`src/rtl/ptls_pkg.sv`:
```
// ----------------------------------------------------------------------------
// ptls_pkg
// Shared types, constants and the arctangent table of the scan binner.
// ----------------------------------------------------------------------------
package ptls_pkg;

	localparam int NUM_BINS       = 1620;
	localparam int BIN_W          = 11;
	localparam int RANGE_W        = 18;
	localparam int COORD_BITS_DEF = 18;
	localparam int CORDIC_STEPS   = 30;
	localparam int ACC_W          = 34;
	localparam int PRESCALE_SH    = 24;
	localparam int ANG_W          = 32;
	localparam int BIN_MUL_W      = 11;

	localparam logic signed [ACC_W-1:0] SPAN_LIMIT   = 34'sd1932735283;
	localparam logic signed [ACC_W-1:0] QUARTER_TURN = 34'sd1073741824;
	localparam logic [BIN_MUL_W-1:0]    BINS_PER_TURN = 11'd1800;
	localparam logic [RANGE_W-1:0]      EMPTY_RANGE  = 18'd81000;

	localparam logic [1:0] ST_OK      = 2'd0;
	localparam logic [1:0] ST_INVALID = 2'd1;
	localparam logic [1:0] ST_SPAN    = 2'd2;

	typedef enum logic [2:0] {
		S_CLEAR,
		S_IDLE,
		S_CORDIC,
		S_BIN,
		S_RDMEM,
		S_CMP,
		S_SQRT,
		S_DONE
	} state_t;

	typedef struct packed {
		logic             load;
		logic             cordic;
		logic             bin_calc;
		logic             mem_rd;
		logic             mem_upd;
		logic             clr_wr;
		logic             sqrt_step;
		logic             out_load;
		logic [BIN_W-1:0] cnt;
	} ptls_cmd_t;

	typedef struct packed {
		logic span_out;
	} ptls_sts_t;

	function automatic logic [ANG_W-1:0] atan_lut(input logic [4:0] i);
		logic [ANG_W-1:0] t;
		unique case (i)
			5'd0:  t = 32'h20000000;
			5'd1:  t = 32'h12E4051D;
			5'd2:  t = 32'h09FB385B;
			5'd3:  t = 32'h051111D4;
			5'd4:  t = 32'h028B0D43;
			5'd5:  t = 32'h0145D7E1;
			5'd6:  t = 32'h00A2F61E;
			5'd7:  t = 32'h00517C55;
			5'd8:  t = 32'h0028BE53;
			5'd9:  t = 32'h00145F2E;
			5'd10: t = 32'h000A2F98;
			5'd11: t = 32'h000517CC;
			5'd12: t = 32'h00028BE6;
			5'd13: t = 32'h000145F3;
			5'd14: t = 32'h0000A2F9;
			5'd15: t = 32'h0000517C;
			5'd16: t = 32'h000028BE;
			5'd17: t = 32'h0000145F;
			5'd18: t = 32'h00000A2F;
			5'd19: t = 32'h00000517;
			5'd20: t = 32'h0000028B;
			5'd21: t = 32'h00000145;
			5'd22: t = 32'h000000A2;
			5'd23: t = 32'h00000051;
			5'd24: t = 32'h00000028;
			5'd25: t = 32'h00000014;
			5'd26: t = 32'h0000000A;
			5'd27: t = 32'h00000005;
			5'd28: t = 32'h00000002;
			5'd29: t = 32'h00000001;
			default: t = '0;
		endcase
		return t;
	endfunction

endpackage

```
`src/rtl/ptls_ctrl.sv`:
```
// ----------------------------------------------------------------------------
// ptls_ctrl
// Sequencer of the scan binner: clearing sweep, bearing, bin update, sqrt.
// ----------------------------------------------------------------------------
module ptls_ctrl import ptls_pkg::*; #(
	parameter int COORD_BITS = COORD_BITS_DEF
) (
	input  logic      clk,
	input  logic      arst_n,
	input  logic      in_valid,
	output logic      in_ready,
	input  logic      in_op,
	input  logic      in_point_valid,
	output logic      out_valid,
	input  logic      out_ready,
	input  ptls_sts_t sts,
	output ptls_cmd_t cmd
);

	state_t           state_q, state_d;
	logic [BIN_W-1:0] cnt_q, cnt_d;
	logic             out_valid_q;
	logic             op_q;

	always_ff @(posedge clk or negedge arst_n) begin
		if (!arst_n) begin
			state_q     <= S_CLEAR;
			cnt_q       <= '0;
			out_valid_q <= 1'b0;
			op_q        <= 1'b0;
		end else begin
			state_q <= state_d;
			cnt_q   <= cnt_d;
			if (cmd.out_load)
				out_valid_q <= 1'b1;
			else if (out_ready)
				out_valid_q <= 1'b0;
			if (cmd.load)
				op_q <= in_op;
		end
	end

	always_comb begin
		state_d = state_q;
		cnt_d   = '0;
		cmd     = '0;
		cmd.cnt = cnt_q;
		in_ready = 1'b0;
		unique case (state_q)
			S_CLEAR: begin
				cmd.clr_wr = 1'b1;
				if (cnt_q == BIN_W'(NUM_BINS - 1))
					state_d = S_IDLE;
				else
					cnt_d = cnt_q + 1'b1;
			end
			S_IDLE: begin
				in_ready = 1'b1;
				if (in_valid) begin
					cmd.load = 1'b1;
					if (in_op)
						state_d = S_RDMEM;
					else if (!in_point_valid)
						state_d = S_DONE;
					else
						state_d = S_CORDIC;
				end
			end
			S_CORDIC: begin
				cmd.cordic = 1'b1;
				if (cnt_q == BIN_W'(CORDIC_STEPS - 1))
					state_d = S_BIN;
				else
					cnt_d = cnt_q + 1'b1;
			end
			S_BIN: begin
				cmd.bin_calc = 1'b1;
				state_d = sts.span_out ? S_DONE : S_RDMEM;
			end
			S_RDMEM: begin
				cmd.mem_rd = 1'b1;
				state_d = S_CMP;
			end
			S_CMP: begin
				cmd.mem_upd = 1'b1;
				state_d = op_q ? S_SQRT : S_DONE;
			end
			S_SQRT: begin
				cmd.sqrt_step = 1'b1;
				if (cnt_q == BIN_W'(COORD_BITS - 1))
					state_d = S_DONE;
				else
					cnt_d = cnt_q + 1'b1;
			end
			S_DONE: begin
				if (!out_valid_q || out_ready) begin
					cmd.out_load = 1'b1;
					state_d = S_IDLE;
				end
			end
			default: state_d = S_IDLE;
		endcase
	end

	assign out_valid = out_valid_q;

endmodule

```
`config.mk`:
```
export PLATFORM = sky130hd
export DESIGN_NAME = ptls_ctrl
export DESIGN_NICKNAME = d
export VERILOG_FILES = /design/src/rtl/ptls_pkg.sv /design/src/rtl/ptls_ctrl.sv
export SDC_FILE = /design/constraint.sdc
export NUM_CORES = 1
export LEC_CHECK = 0
export ABC_CLOCK_PERIOD_IN_PS = 3830
export BUFFER_PORTS_ARGS = -buffer_cell sky130_fd_sc_hd__buf_2
export CAP_MARGIN = 20
export CELL_PAD_IN_SITES_DETAIL_PLACEMENT = 0
export CELL_PAD_IN_SITES_GLOBAL_PLACEMENT = 1
export CORE_MARGIN = 1.5
export CORE_UTILIZATION = 39
export CTS_BUF_LIST = sky130_fd_sc_hd__clkbuf_4 sky130_fd_sc_hd__clkbuf_8 sky130_fd_sc_hd__clkbuf_16
export DETAILED_ROUTE_END_ITERATION = 7
export PLACE_DENSITY_LB_ADDON = 0.08
export RECOVER_POWER = 100
export SETUP_SLACK_MARGIN = 0.15
export SYNTH_ARGS = -nofsm -noshare
export SYNTH_HDL_FRONTEND = slang
export SYNTH_SLANG_ARGS = --single-unit
```
`constraint.sdc`:
```
create_clock -name clk -period 3.83 [get_ports clk]
set_clock_uncertainty 0.15 [all_clocks]
set_input_delay 0.766 -clock clk [delete_from_list [all_inputs] [get_ports clk]]
set_output_delay 0.766 -clock clk [all_outputs]
set_load 0.02 [all_outputs]
```
[Word level (Yosys, flattened, before mapping)]
Index checks and enable logic that the tools add are counted.
Word-level totals
  register bits: 16
  latch bits: 0
  RAM bits: 0
  memory bits (read-only): 0
  input bits: 7
  output and inout bits: 21
  logic and storage cells: 52
  memories kept: 0
Operators by class
  add/sub/neg operators: 1
  $mul: 0
  divide/modulo/power cells: 0
  $lt $le $gt $ge: 0
  eq/ne operators: 15
  shift-type cells: 0
  mux-type cells: 27
  bitwise operators: 0
  reductions and logical operators: 5
Operators by type and width (count)
  $mux W11: 3
  $pmux W11 S3: 1
  $pmux W3 S8: 1
  $eq A11 B5 Y1 const B: 2
  $mux W3: 7
  $mux W1: 14
  $eq A3 B3 Y1 const B: 4
  $add A11 B1 Y11 const B: 1
  $eq A11 B11 Y1 const B: 1
  $ne A2 B2 Y1 const B: 5
  $eq A3 B2 Y1 const B: 2
  $reduce_and A5 Y1: 1
  $eq A3 B1 Y1 const B: 1
  $logic_not A3 Y1: 1
  $mux W2: 1
  $reduce_bool A2 Y1: 1
  $logic_not A1 Y1: 1
  $logic_or A1 B1 Y1: 1

[Longest topological paths before layout]
  depth in word-level cells: 5
  mapped depth: 7

[Worst setup path after synthesis]
OpenSTA, ideal clock, no wires.
  kind: reg2out
  start: register state_q[2]
  end: output cmd[18] in the netlist's numbering
  arrival time: 1.352 ns
  required time: 2.914 ns
  slack: 1.562 ns
  cell stages (with the launch flop): 3
  path buffers: 0
  path through: dfrtp_1 nor3b_1 and2_1
RTL lines
  start: declaration: line ptls_ctrl.sv:20  | state_t state_q, state_d;
  start signal: assignment: line ptls_ctrl.sv:32  | state_q <= state_d;
  end: declaration: line ptls_ctrl.sv:17  | output ptls_cmd_t cmd

==> impl_summary.txt <==
----------------------------------------------------
[GRT]
  Pin count of the biggest net entering global routing ... 18
  Wire length of the first global-routing pass ... 3.19 mm
  Initial antenna violation count ... 0
  Global routing usage summed across all routing layers ... 0.160
  Via count of the first global-routing pass ... roughly 700
  Global-route congestion overflow total ... 0

[Place]
  Placed Cells incl. Taps ... between 150 and 200
  Final RePlAce weighted congestion ... roughly 0.75
  I/O Buffers ... 27
  HPWL after detailed placement ... around 1.4 mm

[Pwr]
  Leakage component of the power ... 0.459 nW
  Pwr dens ... between 200 and 300 mW/mm^2
  Total power ... 290 uW
  Peak supply drop ... ~0.00020 V

[Route]
  Average wire per standard cell ... 11.9 um
  Residual antenna-violating net count after detailed routing ... 0
  First-pass detailed-route iteration total ... 4
  Routed vias ... approximately 800
  Vias/cell ... 5.02
  Drt drc ... 0
  First-iteration detailed-routing DRC count ... 7
  Final routed wirelength across all metal layers ... approximately 1.8 mm

[Timing]
  Number of pins exceeding their max-slew limit in the final report ... 0
  Count of endpoints failing setup in the final report ... 0
  Final critical delay including setup and external delays ... 2.50 ns
  Part of the cycle the worst path needs ... 0.653
  RSZ-0062 raised after global routing ... no
  Max Clk Rate ... 400 MHz
  Post-route setup TNS ... 0 ns
  Max_slew headroom ... 0.436
  Worst Tran Pin Value ... 0.847 ns
  Count of endpoints failing hold in the final timing report ... 0
  WHS ... 0.369 ns

[Synth]
  Area contributors post-synth ... sky130_fd_sc_hd__dfrtp_1, sky130_fd_sc_hd__nor2_1, sky130_fd_sc_hd__xor2_1
  Flops & latches, synth ... 16
  Mean instance size in the synthesized netlist ... around 9.2 um^2
  Sequential share of the synthesized area ... 0.431
  Number of distinct library cells after synthesis ... 33
  Library cell with the highest instance count after synthesis ... sky130_fd_sc_hd__dfrtp_1
  Post-synthesis instance total ... just over 100
  Synth area leader ... sky130_fd_sc_hd__dfrtp_1
  Most instantiated cells after synthesis ... sky130_fd_sc_hd__dfrtp_1, sky130_fd_sc_hd__nor2_1, sky130_fd_sc_hd__nand2_1, sky130_fd_sc_hd__nor3_1, sky130_fd_sc_hd__xor2_1
  Share of the synthesized area in the top cell type ... 0.431
  Post-synthesis net count ... 110
  Number of synthesized flops with an enable pin ... 0
  Area of the mapped netlist ... 928 um^2
  Most used DFF post-synth ... sky130_fd_sc_hd__dfrtp_1
  Synth warn ... 0
  Share of flip-flops with an asynchronous set or reset after synthesis ... 1.00

[Die]
  Ports ... 28
  Core ar. ... between 0.002 and 0.0025 mm^2
  Effective utilization at floorplan ... 0.416
  Die Span X ... 51.8 um
  Die area ... ~0.0027 mm^2
  Die outline height ... ~52 um
  Row Count ... 17

[Clocking]
  # Post-CTS Setup Buffers ... 0
  Clock Latency Late Sink ... 0.28 ns
  Number of buffers created by CTS ... 3
  Clock Sink Count ... 16
  Maximum clock insertion buffer count ... 2
  H-tree levels ... 1
  Number of buffers inserted by hold repair at cts ... 0
  CTS tree ... done
  Register clock-pin slew on the reported worst setup and hold paths ... ~0.10 ns
  Buffer type at the clock tree root ... sky130_fd_sc_hd__clkbuf_4
  Post_cts resized ... 0

[Cells and area]
  Sequential cell area ... between 400 and 500 um^2
  Fill cell count ... 246
  Share of layout cells above drive strength 1 ... 0.118
  Layout-stage area growth over the synthesis result ... 16.2%
  Final standard cell utilization of the core ... 0.483
  Multi-input logic area ... ~480 um^2
  Final Instance Count excl. Fillers ... roughly 160
  Diode insertion count for antenna repair ... 0
  Count of nets after finishing ... around 140

[Critical path]
  Required time of the worst setup path ... 2.91 ns
  Startpoint of the lowest-slack register-to-register path ... cnt_q[1]$_DFF_PN0_
  Flop2flop setup slack ... around 1.6 ns
  Max stage delay cell, worst path ... sky130_fd_sc_hd__dfrtp_1
  Setup Crit Path Kind ... reg2out
  Depth of the most critical reg-to-reg path ... 6
  Arrival time of the worst setup path ... around 1.6 ns
  Startpoint types ... flip-flop
  Stage delay of the slowest cell on the critical path ... approximately 0.60 ns
  Element type at the critical path end ... output port
  Worst-path cell chain ... nor3b_1 -> and2_0 -> clkbuf_1
  Largest fanout on the critical path ... 14
  Reg-to-reg critical path endpoint ... state_q[1]$_DFFE_PN0P_

[Status]
  Result of the run ... finished clean

[Worst hold path]
  Number of cells on the worst hold path ... 1
  Class of the tightest hold or removal check ... reg2reg
  Worst min-delay path endpoint ... op_q$_DFFE_PN0P_
  Launch point of the worst hold path ... op_q$_DFFE_PN0P_

[Flow run]
  Reported max-cap violation count ... 0

----------------------------------------------------
-- worst max-delay path by stage --
stage,start,endpoint,slack (ns)
2_1_floorplan,state_q[2]$_DFFE_PN0P_,cmd[18],1.56
3_3_place_gp,out_ready,cmd[11],1.71
6_report,state_q[0]$_DFFE_PN0P_,cmd[18],1.33
3_5_place_dp,out_ready,cmd[11],1.69
4_1_cts,state_q[0]$_DFFE_PN0P_,cmd[18],1.42
5_1_grt,state_q[2]$_DFFE_PN0P_,cmd[18],1.17
-- power by group --
group / total (mW) / leakage (nW) / switching, mW / internal, mW
Combinational: 0.00969 / 0.229 / 0.00588 / 0.00380
Sequential: 0.169 / 0.209 / 0.0000000000000000481 / 0.169
Clock: 0.111 / 0.0210 / 0.0536 / 0.0578
Total: 0.290 / 0.459 / 0.0595 / 0.230
-- final cells by class --
type,instances,share of cell area
multi-input combinational,76,0.449
sequential,16,0.371
timing repair buffer,27,0.0998
clock buffer,4,0.0336
tap,28,0.0325
inverter,4,0.0139
-- through the flow --
step,setup WS [ns],instance area [um^2]
final,1.33,1080
after detailed placement,1.69,1070
after CTS,1.42,1110
after floorplan,1.56,928
after global routing,1.17,1080
after global placement,1.71,1070
-- sequential cells by signal (all words and copies together), names as in the netlist --
register and flops:
cnt_q 11, op_q 1, out_valid 1, state_q 3
-- cell usage in the layout (no fill, tap or decap), types with 2 or more instances in the layout --
master,netlist,routed
sky130_fd_sc_hd__ha_1,2,2
sky130_fd_sc_hd__nand2b_1,3,3
sky130_fd_sc_hd__inv_1,4,4
sky130_fd_sc_hd__dfrtp_1,16,16
sky130_fd_sc_hd__clkbuf_4,0,3
sky130_fd_sc_hd__nand2_1,6,6
sky130_fd_sc_hd__nor3_1,6,6
sky130_fd_sc_hd__o21ai_0,2,2
sky130_fd_sc_hd__xnor2_1,4,4
sky130_fd_sc_hd__a21oi_1,4,4
sky130_fd_sc_hd__clkbuf_1,3,22
sky130_fd_sc_hd__a211oi_1,2,2
sky130_fd_sc_hd__buf_2,1,5
sky130_fd_sc_hd__a31oi_1,3,3
sky130_fd_sc_hd__nor2_1,14,14
sky130_fd_sc_hd__nor3b_1,3,3
sky130_fd_sc_hd__nand4_1,3,3
sky130_fd_sc_hd__nand3_1,4,4
sky130_fd_sc_hd__and3_1,2,2
sky130_fd_sc_hd__xor2_1,5,5
-- worst max-delay path, delay by kind of cell, from the launching register on --
kind	cells	cell delay, ns
simple gates	2	0.46
flops	1	0.60
buf+inv	1	0.24
-- logic make-up (layout without fill, tap and decap cells) --
kind of cell    Yosys count  in the layout  synth area share
simple gates             49             49             0.290
buf+inv                   9             35            0.0458
fa+ha+maj                 2              2            0.0269
mux                       1              1            0.0121
flops                    16             16             0.431
compound gates           15             15             0.109
xor+xnor                  9              9            0.0849
-- routing by layer --
metal,vias to the layer above,track usage,part of all wire
met3,2,0.0345,0.047
met5,-,0,0
met4,0,0.0526,0.010
met1,355,0.221,0.53
met2,18,0.250,0.41
li1,403,-,-
No activity file was read; power rests on OpenSTA's default activity.
